File: src/keys_to_pointer_momentum_assert.svh
// Assertion macros shared by the keyboard-pointer RTL.
// Include guard keeps repeated includes harmless; no other dependencies.
`ifndef KEYS_TO_POINTER_MOMENTUM_ASSERT_SVH
`define KEYS_TO_POINTER_MOMENTUM_ASSERT_SVH

// Same-cycle implication, disabled while reset is asserted.
`define KPM_ASSERT_NOW(label, clk, rst_n, ante, cons) \
    label: assert property (@(posedge clk) disable iff (!(rst_n)) (ante) |-> (cons)) \
        else $error("kpm assertion failed");

// Next-cycle implication, disabled while reset is asserted.
`define KPM_ASSERT_NEXT(label, clk, rst_n, ante, cons) \
    label: assert property (@(posedge clk) disable iff (!(rst_n)) (ante) |=> (cons)) \
        else $error("kpm assertion failed");

`endif

File: src/kpm_pkg.sv
// Package for the keyboard-to-pointer block: widths, key codes, types and
// the per-axis momentum step. No dependencies.
`timescale 1ns / 1ps
`default_nettype none

package kpm_pkg;

    localparam int MOMENTUM_BITS = 8;
    localparam int LIMIT_W       = 7;
    localparam int LIMIT_CMP_W   = MOMENTUM_BITS + 8;
    localparam int unsigned MOM_CAP = (1 << (MOMENTUM_BITS - 1)) - 1;

    localparam logic [LIMIT_W-1:0] LIMIT_RESET = 7'd10;

    localparam logic [7:0] KEY_LEFT  = 8'h25;
    localparam logic [7:0] KEY_UP    = 8'h26;
    localparam logic [7:0] KEY_RIGHT = 8'h27;
    localparam logic [7:0] KEY_DOWN  = 8'h28;
    localparam logic [7:0] KEY_Q     = 8'h51;
    localparam logic [7:0] KEY_W     = 8'h57;
    localparam logic [7:0] KEY_E     = 8'h45;

    // direction_held bit positions
    localparam int DIR_LEFT  = 0;
    localparam int DIR_RIGHT = 1;
    localparam int DIR_UP    = 2;
    localparam int DIR_DOWN  = 3;

    // button bit positions
    localparam int BTN_LEFT   = 0;
    localparam int BTN_MIDDLE = 1;
    localparam int BTN_RIGHT  = 2;

    typedef enum logic [1:0] {
        ACT_KEY_DOWN = 2'd0,
        ACT_KEY_UP   = 2'd1,
        ACT_TICK     = 2'd2
    } t_action;

    typedef logic signed [MOMENTUM_BITS-1:0] t_mom;
    typedef logic signed [7:0]               t_move;
    typedef logic [2:0]                      t_buttons;

    typedef struct packed {
        logic     consumed;
        t_move    move_x;
        t_move    move_y;
        t_buttons button_press;
        t_buttons button_release;
    } t_result;

    // One momentum step: toward neg/pos (neg wins), else decay toward zero.
    function automatic t_mom step_axis(input t_mom m, input logic neg,
                                       input logic pos, input t_mom lim);
        t_mom r;
        r = m;
        if (neg) begin
            if (m > -lim) r = t_mom'(m - t_mom'(1));
        end else if (pos) begin
            if (m < lim) r = t_mom'(m + t_mom'(1));
        end else if (m != t_mom'(0)) begin
            r = m[MOMENTUM_BITS-1] ? t_mom'(m + t_mom'(1)) : t_mom'(m - t_mom'(1));
        end
        return r;
    endfunction

endpackage

`default_nettype wire

File: src/kpm_if.sv
// Valid/ready channel interfaces for input beats and result beats.
// Depends on kpm_pkg for payload types.
`timescale 1ns / 1ps
`default_nettype none

interface kpm_in_if;
    logic       valid;
    logic       ready;
    logic [1:0] action;
    logic [7:0] key_code;
    logic       modifier_held;

    modport source (output valid, output action, output key_code,
                    output modifier_held, input ready);
    modport sink   (input valid, input action, input key_code,
                    input modifier_held, output ready);
endinterface

interface kpm_out_if;
    logic              valid;
    logic              ready;
    logic              consumed;
    kpm_pkg::t_move    move_x;
    kpm_pkg::t_move    move_y;
    kpm_pkg::t_buttons button_press;
    kpm_pkg::t_buttons button_release;

    modport source (output valid, output consumed, output move_x, output move_y,
                    output button_press, output button_release, input ready);
    modport sink   (input valid, input consumed, input move_x, input move_y,
                    input button_press, input button_release, output ready);
endinterface

`default_nettype wire

File: src/kpm_core.sv
// State and single-pass update: key flags, momentum, buttons, limit register.
// Depends on kpm_pkg and keys_to_pointer_momentum_assert.svh.
`timescale 1ns / 1ps
`default_nettype none
`include "keys_to_pointer_momentum_assert.svh"

module kpm_core (
    input  wire logic                           i_clk,
    input  wire logic                           i_rst_n,
    input  wire logic                           i_cfg_we,
    input  wire logic [kpm_pkg::LIMIT_W-1:0]    i_cfg_wdata,
    input  wire logic                           i_item_valid,
    input  wire logic [1:0]                     i_action,
    input  wire logic [7:0]                     i_key_code,
    input  wire logic                           i_modifier_held,
    output kpm_pkg::t_result                    o_result
);

    logic [kpm_pkg::LIMIT_W-1:0] r_limit;
    kpm_pkg::t_mom               r_mom_x, r_mom_y, n_mom_x, n_mom_y;
    logic                        r_mod_latched, n_mod_latched;
    logic [3:0]                  r_dir_held, n_dir_held;
    kpm_pkg::t_buttons           r_btn_held, n_btn_held;
    kpm_pkg::t_buttons           r_btn_down, n_btn_down;

    logic [kpm_pkg::LIMIT_CMP_W-1:0] w_lim_ext, w_cap_ext, w_lim_eff;
    kpm_pkg::t_mom                   w_lim;

    assign w_lim_ext = kpm_pkg::LIMIT_CMP_W'(r_limit);
    assign w_cap_ext = kpm_pkg::LIMIT_CMP_W'(kpm_pkg::MOM_CAP);
    assign w_lim_eff = (w_lim_ext < w_cap_ext) ? w_lim_ext : w_cap_ext;
    assign w_lim     = kpm_pkg::t_mom'(w_lim_eff[kpm_pkg::MOMENTUM_BITS-1:0]);

    always_comb begin
        n_mom_x       = r_mom_x;
        n_mom_y       = r_mom_y;
        n_mod_latched = r_mod_latched;
        n_dir_held    = r_dir_held;
        n_btn_held    = r_btn_held;
        n_btn_down    = r_btn_down;
        o_result      = '0;
        case (i_action)
            kpm_pkg::ACT_KEY_DOWN: begin
                if (r_mod_latched) begin
                    if (i_key_code == kpm_pkg::KEY_LEFT)  n_dir_held[kpm_pkg::DIR_LEFT]  = 1'b1;
                    if (i_key_code == kpm_pkg::KEY_RIGHT) n_dir_held[kpm_pkg::DIR_RIGHT] = 1'b1;
                    if (i_key_code == kpm_pkg::KEY_UP)    n_dir_held[kpm_pkg::DIR_UP]    = 1'b1;
                    if (i_key_code == kpm_pkg::KEY_DOWN)  n_dir_held[kpm_pkg::DIR_DOWN]  = 1'b1;
                    if (i_key_code == kpm_pkg::KEY_Q) n_btn_held[kpm_pkg::BTN_LEFT]   = 1'b1;
                    if (i_key_code == kpm_pkg::KEY_W) n_btn_held[kpm_pkg::BTN_MIDDLE] = 1'b1;
                    if (i_key_code == kpm_pkg::KEY_E) n_btn_held[kpm_pkg::BTN_RIGHT]  = 1'b1;
                    o_result.consumed = (n_dir_held != 4'd0) || (n_btn_held != 3'd0);
                end
            end
            kpm_pkg::ACT_KEY_UP: begin
                if (i_key_code == kpm_pkg::KEY_LEFT)  n_dir_held[kpm_pkg::DIR_LEFT]  = 1'b0;
                if (i_key_code == kpm_pkg::KEY_RIGHT) n_dir_held[kpm_pkg::DIR_RIGHT] = 1'b0;
                if (i_key_code == kpm_pkg::KEY_UP)    n_dir_held[kpm_pkg::DIR_UP]    = 1'b0;
                if (i_key_code == kpm_pkg::KEY_DOWN)  n_dir_held[kpm_pkg::DIR_DOWN]  = 1'b0;
                if (i_key_code == kpm_pkg::KEY_Q) n_btn_held[kpm_pkg::BTN_LEFT]   = 1'b0;
                if (i_key_code == kpm_pkg::KEY_W) n_btn_held[kpm_pkg::BTN_MIDDLE] = 1'b0;
                if (i_key_code == kpm_pkg::KEY_E) n_btn_held[kpm_pkg::BTN_RIGHT]  = 1'b0;
            end
            kpm_pkg::ACT_TICK: begin
                n_mod_latched = i_modifier_held;
                n_mom_x = kpm_pkg::step_axis(r_mom_x, r_dir_held[kpm_pkg::DIR_LEFT],
                                             r_dir_held[kpm_pkg::DIR_RIGHT], w_lim);
                n_mom_y = kpm_pkg::step_axis(r_mom_y, r_dir_held[kpm_pkg::DIR_UP],
                                             r_dir_held[kpm_pkg::DIR_DOWN], w_lim);
                o_result.move_x         = kpm_pkg::t_move'(n_mom_x);
                o_result.move_y         = kpm_pkg::t_move'(n_mom_y);
                o_result.button_press   = r_btn_held & ~r_btn_down;
                o_result.button_release = ~r_btn_held & r_btn_down;
                n_btn_down              = r_btn_held;
            end
            default: begin
                // unused action code: no state change, all-zero result
            end
        endcase
    end

    always_ff @(posedge i_clk) begin
        if (!i_rst_n) begin
            r_limit       <= kpm_pkg::LIMIT_RESET;
            r_mom_x       <= '0;
            r_mom_y       <= '0;
            r_mod_latched <= 1'b0;
            r_dir_held    <= '0;
            r_btn_held    <= '0;
            r_btn_down    <= '0;
        end else begin
            if (i_cfg_we) r_limit <= i_cfg_wdata;
            if (i_item_valid) begin
                r_mom_x       <= n_mom_x;
                r_mom_y       <= n_mom_y;
                r_mod_latched <= n_mod_latched;
                r_dir_held    <= n_dir_held;
                r_btn_held    <= n_btn_held;
                r_btn_down    <= n_btn_down;
            end
        end
    end

    `KPM_ASSERT_NOW(a_keyup_not_consumed, i_clk, i_rst_n,
        i_item_valid && (i_action == kpm_pkg::ACT_KEY_UP), !o_result.consumed)
    `KPM_ASSERT_NOW(a_press_release_disjoint, i_clk, i_rst_n,
        1'b1, (o_result.button_press & o_result.button_release) == 3'd0)
    `KPM_ASSERT_NEXT(a_key_keeps_momentum, i_clk, i_rst_n,
        i_rst_n && i_item_valid && (i_action != kpm_pkg::ACT_TICK),
        $stable(r_mom_x) && $stable(r_mom_y) && $stable(r_btn_down))
    `KPM_ASSERT_NEXT(a_tick_tracks_buttons, i_clk, i_rst_n,
        i_rst_n && i_item_valid && (i_action == kpm_pkg::ACT_TICK),
        r_btn_down == $past(r_btn_held))

endmodule

`default_nettype wire

File: src/keys_to_pointer_momentum.sv
// Keyboard-to-pointer top level: accepts one beat per cycle while the result register
// is not stalled; each beat goes through the input register, then the result register,
// with kpm_core doing the update in one pass between them. A stalled result register
// holds the input register, which still takes a beat while it drains. Result order
// matches input order, one result beat per input beat.
// Depends on kpm_pkg, kpm_if and kpm_core.
`timescale 1ns / 1ps
`default_nettype none

module keys_to_pointer_momentum (
    input  wire logic                        i_clk,
    input  wire logic                        i_rst_n,
    input  wire logic                        i_cfg_we,
    input  wire logic [kpm_pkg::LIMIT_W-1:0] i_cfg_wdata,
    kpm_in_if.sink                           i_in,
    kpm_out_if.source                        o_out
);

    logic             r_in_valid;
    logic [1:0]       r_in_action;
    logic [7:0]       r_in_key_code;
    logic             r_in_mod;
    logic             r_out_valid;
    kpm_pkg::t_result r_out;
    kpm_pkg::t_result w_result;
    logic             w_advance;

    // input register moves into the result register when that one is free
    assign w_advance  = r_in_valid && (!r_out_valid || o_out.ready);
    assign i_in.ready = !r_in_valid || w_advance;

    kpm_core u_core (
        .i_clk           (i_clk),
        .i_rst_n         (i_rst_n),
        .i_cfg_we        (i_cfg_we),
        .i_cfg_wdata     (i_cfg_wdata),
        .i_item_valid    (w_advance),
        .i_action        (r_in_action),
        .i_key_code      (r_in_key_code),
        .i_modifier_held (r_in_mod),
        .o_result        (w_result)
    );

    always_ff @(posedge i_clk) begin
        if (!i_rst_n) begin
            r_in_valid  <= 1'b0;
            r_out_valid <= 1'b0;
        end else begin
            if (i_in.valid && i_in.ready) begin
                r_in_valid <= 1'b1;
            end else if (w_advance) begin
                r_in_valid <= 1'b0;
            end
            if (w_advance) begin
                r_out_valid <= 1'b1;
            end else if (o_out.ready) begin
                r_out_valid <= 1'b0;
            end
        end
        if (i_in.valid && i_in.ready) begin
            r_in_action   <= i_in.action;
            r_in_key_code <= i_in.key_code;
            r_in_mod      <= i_in.modifier_held;
        end
        if (w_advance) r_out <= w_result;
    end

    assign o_out.valid          = r_out_valid;
    assign o_out.consumed       = r_out.consumed;
    assign o_out.move_x         = r_out.move_x;
    assign o_out.move_y         = r_out.move_y;
    assign o_out.button_press   = r_out.button_press;
    assign o_out.button_release = r_out.button_release;

endmodule

`default_nettype wire

File: src/flat_wrapper.sv
// flat-port wrapper written by rule: the top's interface ports become plain ports
module keys_to_pointer_momentum_flat 
  (i_clk, i_rst_n, i_cfg_we, i_cfg_wdata, i_in_valid, i_in_action, i_in_key_code, i_in_modifier_held, i_in_ready, o_out_valid, o_out_consumed, o_out_move_x, o_out_move_y, o_out_button_press, o_out_button_release, o_out_ready);
  kpm_in_if i_in_i ();
  kpm_out_if o_out_i ();
  input  wire logic i_clk;
  input  wire logic i_rst_n;
  input  wire logic i_cfg_we;
  input  wire logic [kpm_pkg::LIMIT_W-1:0] i_cfg_wdata;
  input wire logic [$bits(i_in_i.valid)-1:0] i_in_valid;
  input wire logic [$bits(i_in_i.action)-1:0] i_in_action;
  input wire logic [$bits(i_in_i.key_code)-1:0] i_in_key_code;
  input wire logic [$bits(i_in_i.modifier_held)-1:0] i_in_modifier_held;
  output wire logic [$bits(i_in_i.ready)-1:0] i_in_ready;
  output wire logic [$bits(o_out_i.valid)-1:0] o_out_valid;
  output wire logic [$bits(o_out_i.consumed)-1:0] o_out_consumed;
  output wire logic [$bits(o_out_i.move_x)-1:0] o_out_move_x;
  output wire logic [$bits(o_out_i.move_y)-1:0] o_out_move_y;
  output wire logic [$bits(o_out_i.button_press)-1:0] o_out_button_press;
  output wire logic [$bits(o_out_i.button_release)-1:0] o_out_button_release;
  input wire logic [$bits(o_out_i.ready)-1:0] o_out_ready;
  assign i_in_i.valid = i_in_valid;
  assign i_in_i.action = i_in_action;
  assign i_in_i.key_code = i_in_key_code;
  assign i_in_i.modifier_held = i_in_modifier_held;
  assign i_in_ready = i_in_i.ready;
  assign o_out_valid = o_out_i.valid;
  assign o_out_consumed = o_out_i.consumed;
  assign o_out_move_x = o_out_i.move_x;
  assign o_out_move_y = o_out_i.move_y;
  assign o_out_button_press = o_out_i.button_press;
  assign o_out_button_release = o_out_i.button_release;
  assign o_out_i.ready = o_out_ready;
  keys_to_pointer_momentum u_core (.i_clk(i_clk), .i_rst_n(i_rst_n), .i_cfg_we(i_cfg_we), .i_cfg_wdata(i_cfg_wdata), .i_in(i_in_i), .o_out(o_out_i));
endmodule
File: config.mk
export PLATFORM = sky130hd
export DESIGN_NAME = keys_to_pointer_momentum_flat
export DESIGN_NICKNAME = d
export VERILOG_FILES = /design/src/kpm_pkg.sv /design/src/kpm_if.sv /design/src/kpm_core.sv /design/src/keys_to_pointer_momentum.sv /design/src/flat_wrapper.sv
export VERILOG_INCLUDE_DIRS = /design/src /design/src/src
export SDC_FILE = /design/constraint.sdc
export NUM_CORES = 1
export LEC_CHECK = 0
export ABC_AREA = 0
export ABC_CLOCK_PERIOD_IN_PS = 3000
export BUFFER_PORTS_ARGS = -buffer_cell sky130_fd_sc_hd__buf_2
export CORE_MARGIN = 3
export CORE_UTILIZATION = 40
export CTS_CLUSTER_DIAMETER = 30
export DETAILED_ROUTE_END_ITERATION = 8
export SYNTH_ARGS = -nofsm -noshare
export SYNTH_HDL_FRONTEND = slang
export SYNTH_SLANG_ARGS = --single-unit
File: constraint.sdc
create_clock -name i_clk -period 3 [get_ports i_clk]
set_input_delay 0 -clock i_clk [delete_from_list [all_inputs] [get_ports i_clk]]
set_output_delay 0 -clock i_clk [all_outputs]
set_load 0.05 [all_outputs]
Word-level counts from Yosys, hierarchy flattened
Index checks and enable logic that the tools add are counted.

storage, ports and cells
  word-level logic and storage cells = 126
  output and inout bits = 25
  bits in registers = 70
  input port bits = 23

operators by class
  add/sub/neg operators = 5
  mux-type cells = 49
  magnitude comparators = 5
  reduce and logical (&&, ||, !) cells = 24
  equality and inequality tests = 17
  bitwise gates (word level) = 4

operators by type and width
  operator                                           number
  2-to-1 mux 8 bit                                   12
  == test 8 x 6 -> 1 bit (second input constant)     4
  2-to-1 mux 1 bit                                   32
  AND reduction 4 bit                                7
  == test 8 x 7 -> 1 bit (second input constant)     3
  adder 8 x 2 -> 8 bit (second input constant)       2
  greater-than comparator 8 bit                      2
  < comparator 8 bit                                 2
  inequality test 2 bit (second input constant)      8
  nonzero test 8 bit                                 2
  subtractor 8 x 2 -> 8 bit (second input constant)  2
  negator 7 -> 8 bit                                 1
  one-hot mux 4 bit (2 select lines)                 1
  < comparator 7 bit (second input constant)         1
  2-to-1 mux 7 bit                                   1
  AND 3 bit                                          2
  NOT 3 bit                                          2
  one-hot mux 3 bit (2 select lines)                 1
  nonzero test 2 bit                                 3
  2-to-1 mux 4 bit                                   1
  AND reduction 2 bit                                2
  nonzero test 4 bit                                 1
  logical OR 1 bit                                   3
  2-to-1 mux 3 bit                                   1
  other kinds (6)                                    8

Depth between registers and ports, before layout
Gate-level depths: netlist of the first run.

  word-level depth = 6
  mapped depth = 13
  gate-level depth less buffers = 12

By module
Synthesis of the first run repeated with hierarchy kept, for this count alone.

unflattened totals
  cells, all modules = 644
  area, all modules = 5424.0 um^2

by module, submodules not included
  module                    cells an instance  times used  seq. area each (um^2)  area each (um^2)
  kpm_core                  601                1           680.7                  4299.1
  keys_to_pointer_momentum  43                 1           1061.0                 1124.8

Worst setup path before layout of the first run
Ideal clock, no wire load.

  kind = register -> register
  start point = reg u_core.u_core.r_limit[0] (netlist name)
  end point = reg u_core.u_core.r_mom_x[6]
  data required time = 2878 ps
  stages on the path, launching flop included = 14
  data arrival time = 3203 ps
  clock period less this slack = 3325 ps
  path slack = -325 ps
  library setup time = 122 ps
  path buffers = 1
  cells stage by stage = dfxtp_1 or3_1 nor2_1 nand3_1 xnor2_1 ha_1 nand4_1 a211o_1 a41oi_1 and2_0 clkbuf_1 nand2_1 mux2i_1 a311o_1

between the ends
  word-level cells in the longest chain between the ends = 6
  elaborated cells on any way between the ends = 9
  those cells by class = add/sub (1); order compare (3); mux (5)

RTL lines
  what                                                               line                          RTL
  start: declaration                                                 kpm_core.sv:19                logic [kpm_pkg::LIMIT_W-1:0] r_limit;
  start signal: assignment                                           kpm_core.sv:84                r_limit <= kpm_pkg::LIMIT_RESET;
  start signal: assignment                                           kpm_core.sv:92                if (i_cfg_we) r_limit <= i_cfg_wdata;
  < comparator 7 bit                                                 kpm_core.sv:31                assign w_lim_eff = (w_lim_ext < w_cap_ext) ? w_lim_ext : w_cap_ext;
  2-to-1 mux 7 bit (*)                                               kpm_core.sv:31
  negator 7 -> 8 bit or < comparator 8 bit (tied branches)           kpm_pkg.sv:58, kpm_pkg.sv:60
  greater-than comparator 8 bit or 2-to-1 mux 8 bit (tied branches)  kpm_pkg.sv:58, kpm_pkg.sv:60
  2-to-1 mux 8 bit, on equally long branches                         kpm_pkg.sv:58, kpm_pkg.sv:59
  2-to-1 mux 8 bit (*)                                               kpm_pkg.sv:57                 if (neg) begin
  end signal: assignment                                             kpm_core.sv:94                r_mom_x <= n_mom_x;
  end: declaration                                                   kpm_core.sv:20                kpm_pkg::t_mom r_mom_x, r_mom_y, n_mom_x, n_mom_y;

Mark *: on every way between the ends. The rest lies on a longest branch, timed or not.
A chain may end at the register's enable or synchronous reset.

Worst setup path in the final report of the first run
  start point = reg u_core.u_core.r_limit[0] (netlist name)
  end point = reg u_core.r_out, in the netlist u_core.o_out.move_x[1] (data pin)

between the ends
  word-level cells in the longest chain between the ends = 6
  elaborated cells on any way between the ends = 9
  those cells by class = add/sub (1); order compare (3); mux (5)

RTL lines
  what                                                               line                            RTL
  < comparator 7 bit                                                 kpm_core.sv:31
  2-to-1 mux 7 bit (*)                                               kpm_core.sv:31
  negator 7 -> 8 bit or < comparator 8 bit (tied branches)           kpm_pkg.sv:58, kpm_pkg.sv:60
  greater-than comparator 8 bit or 2-to-1 mux 8 bit (tied branches)  kpm_pkg.sv:58, kpm_pkg.sv:60
  2-to-1 mux 8 bit, on equally long branches                         kpm_pkg.sv:58, kpm_pkg.sv:59
  2-to-1 mux 8 bit (*)                                               kpm_pkg.sv:57
  end signal: assignment                                             keys_to_pointer_momentum.sv:65  if (w_advance) r_out <= w_result;
  end: declaration                                                   keys_to_pointer_momentum.sv:24  kpm_pkg::t_result r_out;

Marked as above.

==> results of run 1 <==
==> worst max-delay path: cells and delay by family (launching register included) <==
family	cells	cell delay (ps)
and+or+nand+nor	6	920
AOI/OAI and AO/OA	4	880
DFF	1	310
adders and majority gates	1	300
buffers and inverters	1	180
xor gates and xnor gates	1	170
==> per-stage QoR <==
stage                     worst slack [ps]  setup TNS [ps]  hold WS [ps]
after floorplan                      -46.0           -46.0          98.9
after global placement               -41.8            -154           177
after detailed placement              -145           -1370           178
after CTS                            -28.2           -77.8          45.4
after global routing                  -169           -2610          71.3
final                                -23.5           -30.6          41.7
==> path summary, 6_finish.rpt <==
check / endpoint / slack [ps] / depth (start not counted)
min: u_core.u_core.r_limit[1] / 40 / 3
max reg2reg: u_core.o_out.move_x[1] / -20 / 13
min reg2reg: u_core.u_core.r_mod_latched / 490 / 2
max: u_core.o_out.move_x[1] / -20 / 13
==> cells in the mapped netlist (4+ instances only) <==
master	instances
nor4_1	8
a311oi_1	4
nand3_1	24
nor3_1	14
and3_1	10
o21ai_0	24
dfxtp_1	36
a21oi_1	23
or3_1	6
xnor2_1	15
a221oi_1	7
nor3b_1	12
nor2_1	51
ha_1	34
o21bai_1	5
buf_2	6
inv_1	21
a21boi_0	7
o21a_1	7
o211ai_1	9
a21o_1	4
a211oi_1	8
clkbuf_1	32
o311a_1	4
o31ai_1	6
edfxtp_1	34
nor2b_1	18
nand2_1	58
xor2_1	10
mux2i_1	20
nand2b_1	11
nand4_1	6
==> state kept, by name (all words and copies together), names as in the netlist, 2 cells and up <==
register                     flops
u_core.r_in_action               2
u_core.r_in_key_code             8
u_core.u_core.r_btn_down         3
u_core.u_core.r_mom_x            8
u_core.o_out.move_x              8
u_core.u_core.r_btn_held         3
u_core.u_core.r_limit            7
u_core.o_out.button_press        3
u_core.o_out.move_y              8
u_core.o_out.button_release      3
u_core.u_core.r_mom_y            8
u_core.u_core.r_dir_held         4
==> power groups by stage <==
| stage | sequential [mW] | combinational [mW] | clock, mW |
|---|---|---|---|
| detailed placement | 1.08 | 0.479 | 0 |
| global placement | 1.08 | 0.471 | 0 |
| floorplan | 1.13 | 0.292 | 0 |
| finish | 1.06 | 0.527 | 0.999 |
| CTS | 1.06 | 0.514 | 1.02 |
| global route | 1.07 | 0.580 | 1.06 |
==> cell families (layout without fill, tap and decap cells) <==
group,count (synthesis),after routing
AOI/OAI and AO/OA,138,138
xor gates and xnor gates,25,25
adders and majority gates,34,34
buffers and inverters,63,149
DFF,70,70
muxes,20,20
and+or+nand+nor,240,240
==> timing repair <==
action                     CTS  global route
hold endpoints to repair    20             0
hold buffers                20             0
gates resized for setup     14            16
buffers inserted             4             1
setup endpoints to repair   24            29
pin swaps                    5             8
==> area by class of cell <==
cell class,count,area (µm²)
clock buffer,10,229
clock inverter,6,47.5
fill,1174,5900
inverter,21,78.8
multi-input combinational,457,3220
sequential,70,1740
tap,168,210
timing repair buffer,112,777
==> routing by layer <==
layer,GRT usage,part of all wire
met1,0.266,0.47
met3,0.0378,0.039
met5,0,0
met2,0.326,0.48
met4,0.0587,0.013
==> qor.yml, run 1 <==
outcome:
  outcome: "finished with violations"
  violations: "setup timing"
sta:
  setup_viol: 2
  layout_setup_ws_ps: -23.5
  post-route-period-util: 1.01
  hold_viol: 0
  slew_headroom: 0.445
  max_freq_ghz: 0.331
  finalCriticalPeriod_ps: 3020
  fin_worst_skew_ps: 8.71
  rsz0062_at_grt: "yes"
  worst_slew_pin_slew_ps: 833
  drv_slew: 0
critical_path:
  path_cells: "or3_4 > nor2_4 > nand3_4 > xnor2_2 > ha_1 > nand4_1 > o32ai_1 > a41oi_2 > buf_4 > nand2_1 > o21ai_0 > a221oi_2 > nor2_1"
  crit-reg2reg-launch: "u_core.u_core.r_limit[0]"
  crit_slowest_cell: "or3_4"
  start_kind: "flip-flop"
  cp_max_fo: 4
  worstPathArrival_ps: 3110
  required_ps: 3090
  critPathLaunch: "u_core.u_core.r_limit[0]"
  end_kind: "flip-flop"
  slowest_delay_ps: 410
  path_class: "flip-flop to flip-flop"
pwr:
  peakVddDrop_uv: 285
  p_sw_frac: 0.297
  p_clk_frac: 0.386
  total_power_mw: 2.59
  power_switching_mw: 0.768
  p_per_area_mw_per_mm2: 410
  p_comb_frac: 0.203
  seqPwrFrac: 0.411
  p_leak_nw: 2.63
  power.internal_mw: 1.82
clock_tree:
  clock_tree.buffer_depth: 2
  clk_latency_ps: 350
  root_buffer: "clkbuf_16"
  clkSinkCount: 70
  htreeDepth: 3
  cts_tree: "done"
  cts-buffers-inserted: 9
  path_clk_slew_ps: 60
route:
  vias: 4673
  wire_per_inst_um: 16.4
  viasPerCell: 5.54
  antenna_left: 0
  firstDrtPassIters: 4
  drcViolationCount: 0
  routed_wl_um: 13900
  drt_iter0_drc: 300
layout:
  instances_no_fill: 844
  diodes: 0
  utilization: 0.517
  final_cell_mix: "nand2_1, nor2_1, buf_2"
  drive_gt1_frac: 0.207
  areaGrowthSynthToFinish_pct: 24.0
  final_common_cell: "nand2_1"
  postLayoutCellArea_mm2: 0.00631
  fin_nets: 728
logic_synthesis:
  yosys.area_share.simple: 0.246
  synth.area.top_cells: "edfxtp_1, dfxtp_1, ha_1"
  synth_top_area_cell: "edfxtp_1"
  ys_seq_area_frac: 0.342
  async_reset_ff_frac: 0
  synth_mux_area_frac: 0.0394
  synth_area_mm2: 0.00509
  netlist.area_leader.share: 0.201
  synth_cell_types: 67
  ys.flop_type: "dfxtp_1"
  synth_area_per_cell_um2: 8.62
  synth_compound_gate_area_share: 0.196
  yosysWarnings: 0
  synth_edf_count: 34
  syn_nets: 647
  synth_top_family_by_area: "simple AND/OR/NAND/NOR gates"
  ys_seq_elements: 70
  synthesis.instances: 590
  synthAdderAreaFrac: 0.0836
  synth_xor_xnor_area_share: 0.0430
global_routing:
  grt_pass1_vias: 4491
  grt_max_degree: 46
  track_usage: 0.199
  gr-total-overflow: 0
  grt_pass1_wl_um: 22700
  antenna_found_initial: 0
place:
  dp.final_hpwl_um: 9650
  io_buffers: 47
  place_inst: 803
  place_area_mm2: 0.00568
  gp_congestion: 0.925
floorplanning:
  die-height_um: 119
  row_count: 40
  dieWidth_um: 119
  core_area_mm2: 0.0122
  start_util: 0.417
  die_area_mm2: 0.0141
  io_pins: 48
min_path:
  hp-start: "i_cfg_we"
  min_path_type: "input pin to flip-flop"
flow_run:
  maxCapViolCount: 0
Power figures use the tool's default switching activity.
==> run 2, diff against run 1 <==
--- a/config.mk
+++ b/config.mk
@@ -13,6 +13,7 @@
 export CORE_UTILIZATION = 40
 export CTS_CLUSTER_DIAMETER = 30
 export DETAILED_ROUTE_END_ITERATION = 8
+export SKIP_LAST_GASP = 1
 export SYNTH_ARGS = -nofsm -noshare
 export SYNTH_HDL_FRONTEND = slang
 export SYNTH_SLANG_ARGS = --single-unit
==> run 2 against run 1 <==
  * The run still ends with setup timing left
  * Design area decreased by 0.12%
  * Final cell count unchanged
  * Setup slack got worse by 0.77 ps
  * Global-route usage unchanged
  * Clock power decreased by 0.5%
  * Flip-flop and latch count unchanged
  * Critical path type unchanged
  * Critical endpoint unchanged
  * Largest cell class unchanged
==> qor.yml, run 2 (synthesized netlist as in run 1, its figures left out) <==
pwr:
  peakVddDrop_uv: 285
  p_leak_nw: 2.62
  p_per_area_mw_per_mm2: 410
  total_power_mw: 2.58
floorplanning:
  die_area_mm2: 0.0141
  die-height_um: 119
  start_util: 0.417
  dieWidth_um: 119
  core_area_mm2: 0.0122
  row_count: 40
  io_pins: 48
sta:
  worst_slew_pin_slew_ps: 832
  setup_viol: 2
  drv_slew: 0
  post-route-period-util: 1.01
  hold_slack_ps: 45.9
  slew_headroom: 0.446
  fin_tns_setup_ps: -33.8
  rsz0062_at_grt: "yes"
  layout_setup_ws_ps: -24.2
  finalCriticalPeriod_ps: 3020
  hold_viol: 0
  max_freq_ghz: 0.331
  fin_worst_skew_ps: 6.15
clock_tree:
  clk_latency_ps: 340
  htreeDepth: 3
  cts-buffers-inserted: 9
  cts_tree: "done"
  root_buffer: "clkbuf_16"
  clkSinkCount: 70
  clock_tree.buffer_depth: 2
  path_clk_slew_ps: 60
global_routing:
  track_usage: 0.199
  grt_pass1_wl_um: 22700
  grt_pass1_vias: 4491
  grt_max_degree: 46
  antenna_found_initial: 0
  gr-total-overflow: 0
critical_path:
  start_kind: "flip-flop"
  cp_max_fo: 4
  worstPathArrival_ps: 3110
  crit-reg2reg-launch: "u_core.u_core.r_limit[0]"
  timing.rr.end: "u_core.o_out.move_x[1]"
  r2r_cells: 13
  end_kind: "flip-flop"
  r2r_slack_ps: -20
  required_ps: 3080
  critPathLaunch: "u_core.u_core.r_limit[0]"
  path_class: "flip-flop to flip-flop"
place:
  place_ws_ps: -145
  dp.final_hpwl_um: 9650
  io_buffers: 47
  place_inst: 803
  gp_congestion: 0.925
  place_area_mm2: 0.00568
layout:
  drive_gt1_frac: 0.206
  diodes: 0
  utilization: 0.516
  final_cell_mix: "nand2_1, nor2_1, buf_2"
  areaGrowthSynthToFinish_pct: 23.9
  instances_no_fill: 844
  final_common_cell: "nand2_1"
  postLayoutCellArea_mm2: 0.00630
  fin_nets: 728
route:
  vias: 4694
  wire_per_inst_um: 16.4
  viasPerCell: 5.56
  antenna_left: 0
  routed_wl_um: 13800
  firstDrtPassIters: 5
  drt_iter0_drc: 290
  drcViolationCount: 0
outcome:
  violations: "setup timing"
  outcome: "finished with violations"
min_path:
  hp-start: "i_cfg_we"
  hold_depth: 3
  min_to: "u_core.u_core.r_limit[1]"
  min_path_type: "input pin to flip-flop"
flow_run:
  maxCapViolCount: 0
[run 2: layout make-up]
cell class,instances,area [µm²]
fillers,1174,5910
multi-input cells,457,3220
flip-flops and latches,70,1740
repair buffers,112,777
clock buffers,10,229
well taps,168,210
inverters,21,78.8
clock inverters,6,47.5
[run 2: worst max-delay path, cell delays in order, from the launching register on]
cell and delay (ps):
dfxtp_2 310, or3_4 410, nor2_4 150, nand3_4 100, xnor2_2 170, ha_1 300
nand4_1 120, o32ai_1 370, a41oi_2 110, buf_4 180, nand2_1 60, o21ai_0 90
a221oi_2 310, nor2_1 80
[run 2: power breakdown]
| group | leakage (nW) | total (mW) | switching (mW) | internal [mW] |
|---|---|---|---|---|
| registers | 0.622 | 1.06 | 0.0236 | 1.04 |
| clock network | 0.133 | 0.994 | 0.429 | 0.565 |
| logic | 1.86 | 0.526 | 0.309 | 0.217 |
| total | 2.62 | 2.58 | 0.761 | 1.82 |
[run 2: repair_timing]
item,4_1_cts,5_1_grt
gates cloned,0,0
pin swaps,5,8
resized for setup,12,15
setup endpoints to repair,24,29
endpoints found under the hold margin,20,0
hold buffers,20,0
setup buffers,4,1
[run 2: worst max path at each step]
stage / endpoint / slack (ps) / cells after the start
global route: u_core.o_out.move_x[1] / -170 / 13
CTS: u_core.o_out.move_x[1] / -30 / 12
finish: u_core.o_out.move_x[1] / -20 / 13
floorplan: u_core.u_core.r_mom_x[6] / -50 / 13
detailed placement: u_core.o_out.move_y[4] / -140 / 13
global placement: u_core.o_out.move_x[1] / -40 / 12
[run 2: metal layers]
layer	up-vias	global-route usage	part of all wire
met5	-	0	0
met4	0	0.0587	0.014
met3	17	0.0378	0.045
met2	105	0.326	0.47
met1	2243	0.266	0.47
li1	2329	-	-
==> run 3, diff against run 2 <==
--- a/config.mk
+++ b/config.mk
@@ -13,6 +13,7 @@
 export CORE_UTILIZATION = 40
 export CTS_CLUSTER_DIAMETER = 30
 export DETAILED_ROUTE_END_ITERATION = 8
+export SKIP_CTS_REPAIR_TIMING = 1
 export SKIP_LAST_GASP = 1
 export SYNTH_ARGS = -nofsm -noshare
 export SYNTH_HDL_FRONTEND = slang
==> run 3 against run 2 <==
  * The flow still finishes with violations (setup timing)
  * Non-clock buffer count is 3 lower
  * Flip-flop and latch count stayed put
  * Maximum frequency is 1.1% lower
  * Clock power hardly changed
==> qor.yml, run 3 (synthesized netlist as in run 1, its figures left out) <==
min_path:
  min_path_type: "input pin to flip-flop"
  min_to: "u_core.o_out.valid"
  hold_depth: 3
  hp-start: "o_out_ready"
critical_path:
  path_class: "flip-flop to flip-flop"
  crit-reg2reg-launch: "u_core.u_core.r_limit[0]"
  cp_max_fo: 5
  timing.rr.end: "u_core.o_out.move_x[1]"
  end_kind: "flip-flop"
  crit_slowest_cell: "or3_4"
  path_cells: "or3_4 > nor2_4 > nand3_4 > xnor2_4 > ha_4 > nand4_1 > a211o_1 > a41oi_2 > buf_4 > o21ai_0 > a221oi_2 > nor2_1"
  start_kind: "flip-flop"
  slowest_delay_ps: 420
  r2r_cells: 12
  required_ps: 3080
  r2r_slack_ps: -60
  worstPathArrival_ps: 3140
pwr:
  peakVddDrop_uv: 285
  total_power_mw: 2.59
  p_per_area_mw_per_mm2: 409
  p_leak_nw: 2.61
outcome:
  violations: "setup timing"
  outcome: "finished with violations"
sta:
  drv_slew: 0
  hold_viol: 0
  fin_worst_skew_ps: 6.30
  max_freq_ghz: 0.327
  slew_headroom: 0.438
  worst_slew_pin_slew_ps: 843
  post-route-period-util: 1.02
  hold_slack_ps: 8.11
  setup_viol: 5
  fin_tns_setup_ps: -118
  rsz0062_at_grt: "yes"
  finalCriticalPeriod_ps: 3060
  layout_setup_ws_ps: -57.0
route:
  drcViolationCount: 0
  viasPerCell: 5.57
  routed_wl_um: 13800
  antenna_left: 0
  vias: 4684
  drt_iter0_drc: 274
  firstDrtPassIters: 4
  wire_per_inst_um: 16.4
floorplanning:
  core_area_mm2: 0.0122
  start_util: 0.417
  row_count: 40
  io_pins: 48
  dieWidth_um: 119
  die-height_um: 119
  die_area_mm2: 0.0141
clock_tree:
  path_clk_slew_ps: 60
  root_buffer: "clkbuf_16"
  cts-buffers-inserted: 9
  clk_latency_ps: 340
  clkSinkCount: 70
  cts_tree: "done"
  htreeDepth: 3
  clock_tree.buffer_depth: 2
place:
  dp.final_hpwl_um: 9650
  gp_congestion: 0.925
  place_ws_ps: -145
  io_buffers: 47
layout:
  final_common_cell: "nand2_1"
  nFillCells: 1173
  final-seq-area_mm2: 0.00174
  drive_gt1_frac: 0.208
  areaGrowthSynthToFinish_pct: 24.4
  diodes: 0
  utilization: 0.518
  final_cell_mix: "nand2_1, nor2_1, buf_2"
  fin_nets: 725
  multi_input_area_mm2: 0.00328
global_routing:
  grt_pass1_vias: 4325
  gr-total-overflow: 0
  grt_max_degree: 46
  antenna_found_initial: 0
  grt_pass1_wl_um: 21900
  track_usage: 0.192
flow_run:
  maxCapViolCount: 0
run 3: final cells by class:
class | count | share of cell area
multi-input cells | 457 | 0.517
flip-flops and latches | 70 | 0.275
repair buffers | 109 | 0.118
clock buffers | 10 | 0.0362
well taps | 168 | 0.0332
inverters | 21 | 0.0125
clock inverters | 6 | 0.00751
run 3: worst max-delay path: cells and delay by family (launching register included):
family / cells / cell delay, ps
AO/OA/AOI/OAI: 4 / 960
adder cells (fa/ha/maj): 1 / 280
flip-flops: 1 / 310
AND/OR/NAND/NOR: 5 / 880
buffers and inverters: 1 / 200
XOR/XNOR: 1 / 170
run 3: worst max-delay path by stage:
stage,end,cells after the start,startpoint
CTS,u_core.o_out.move_y[4],13,u_core.u_core.r_limit[0]
global route,u_core.o_out.move_y[4],13,u_core.u_core.r_limit[0]
detailed placement,u_core.o_out.move_y[4],13,u_core.u_core.r_limit[0]
finish,u_core.o_out.move_x[1],12,u_core.u_core.r_limit[0]
global placement,u_core.o_out.move_x[1],12,u_core.u_core.r_limit[0]
floorplan,u_core.u_core.r_mom_x[6],13,u_core.u_core.r_limit[0]
run 3: stage by stage:
step / cells / instance area (µm²)
after floorplan: 590 / 5110
after CTS: 819 / 5960
after detailed placement: 803 / 5680
after global routing: 841 / 6330
after global placement: 803 / 5680
final: 841 / 6330
run 3: per-layer routing:
| layer | wire length [µm] | track usage |
|---|---|---|
| met2 | 6450 | 0.310 |
| met1 | 6560 | 0.261 |
| met4 | 173 | 0.0572 |
| met3 | 574 | 0.0368 |
| met5 | 0 | 0 |
run 3: report_power, final:
group / switching [mW] / total, mW / internal (mW) / leakage, nW
logic: 0.312 / 0.531 / 0.219 / 1.86
clock network: 0.429 / 0.994 / 0.565 / 0.133
registers: 0.0244 / 1.06 / 1.04 / 0.622
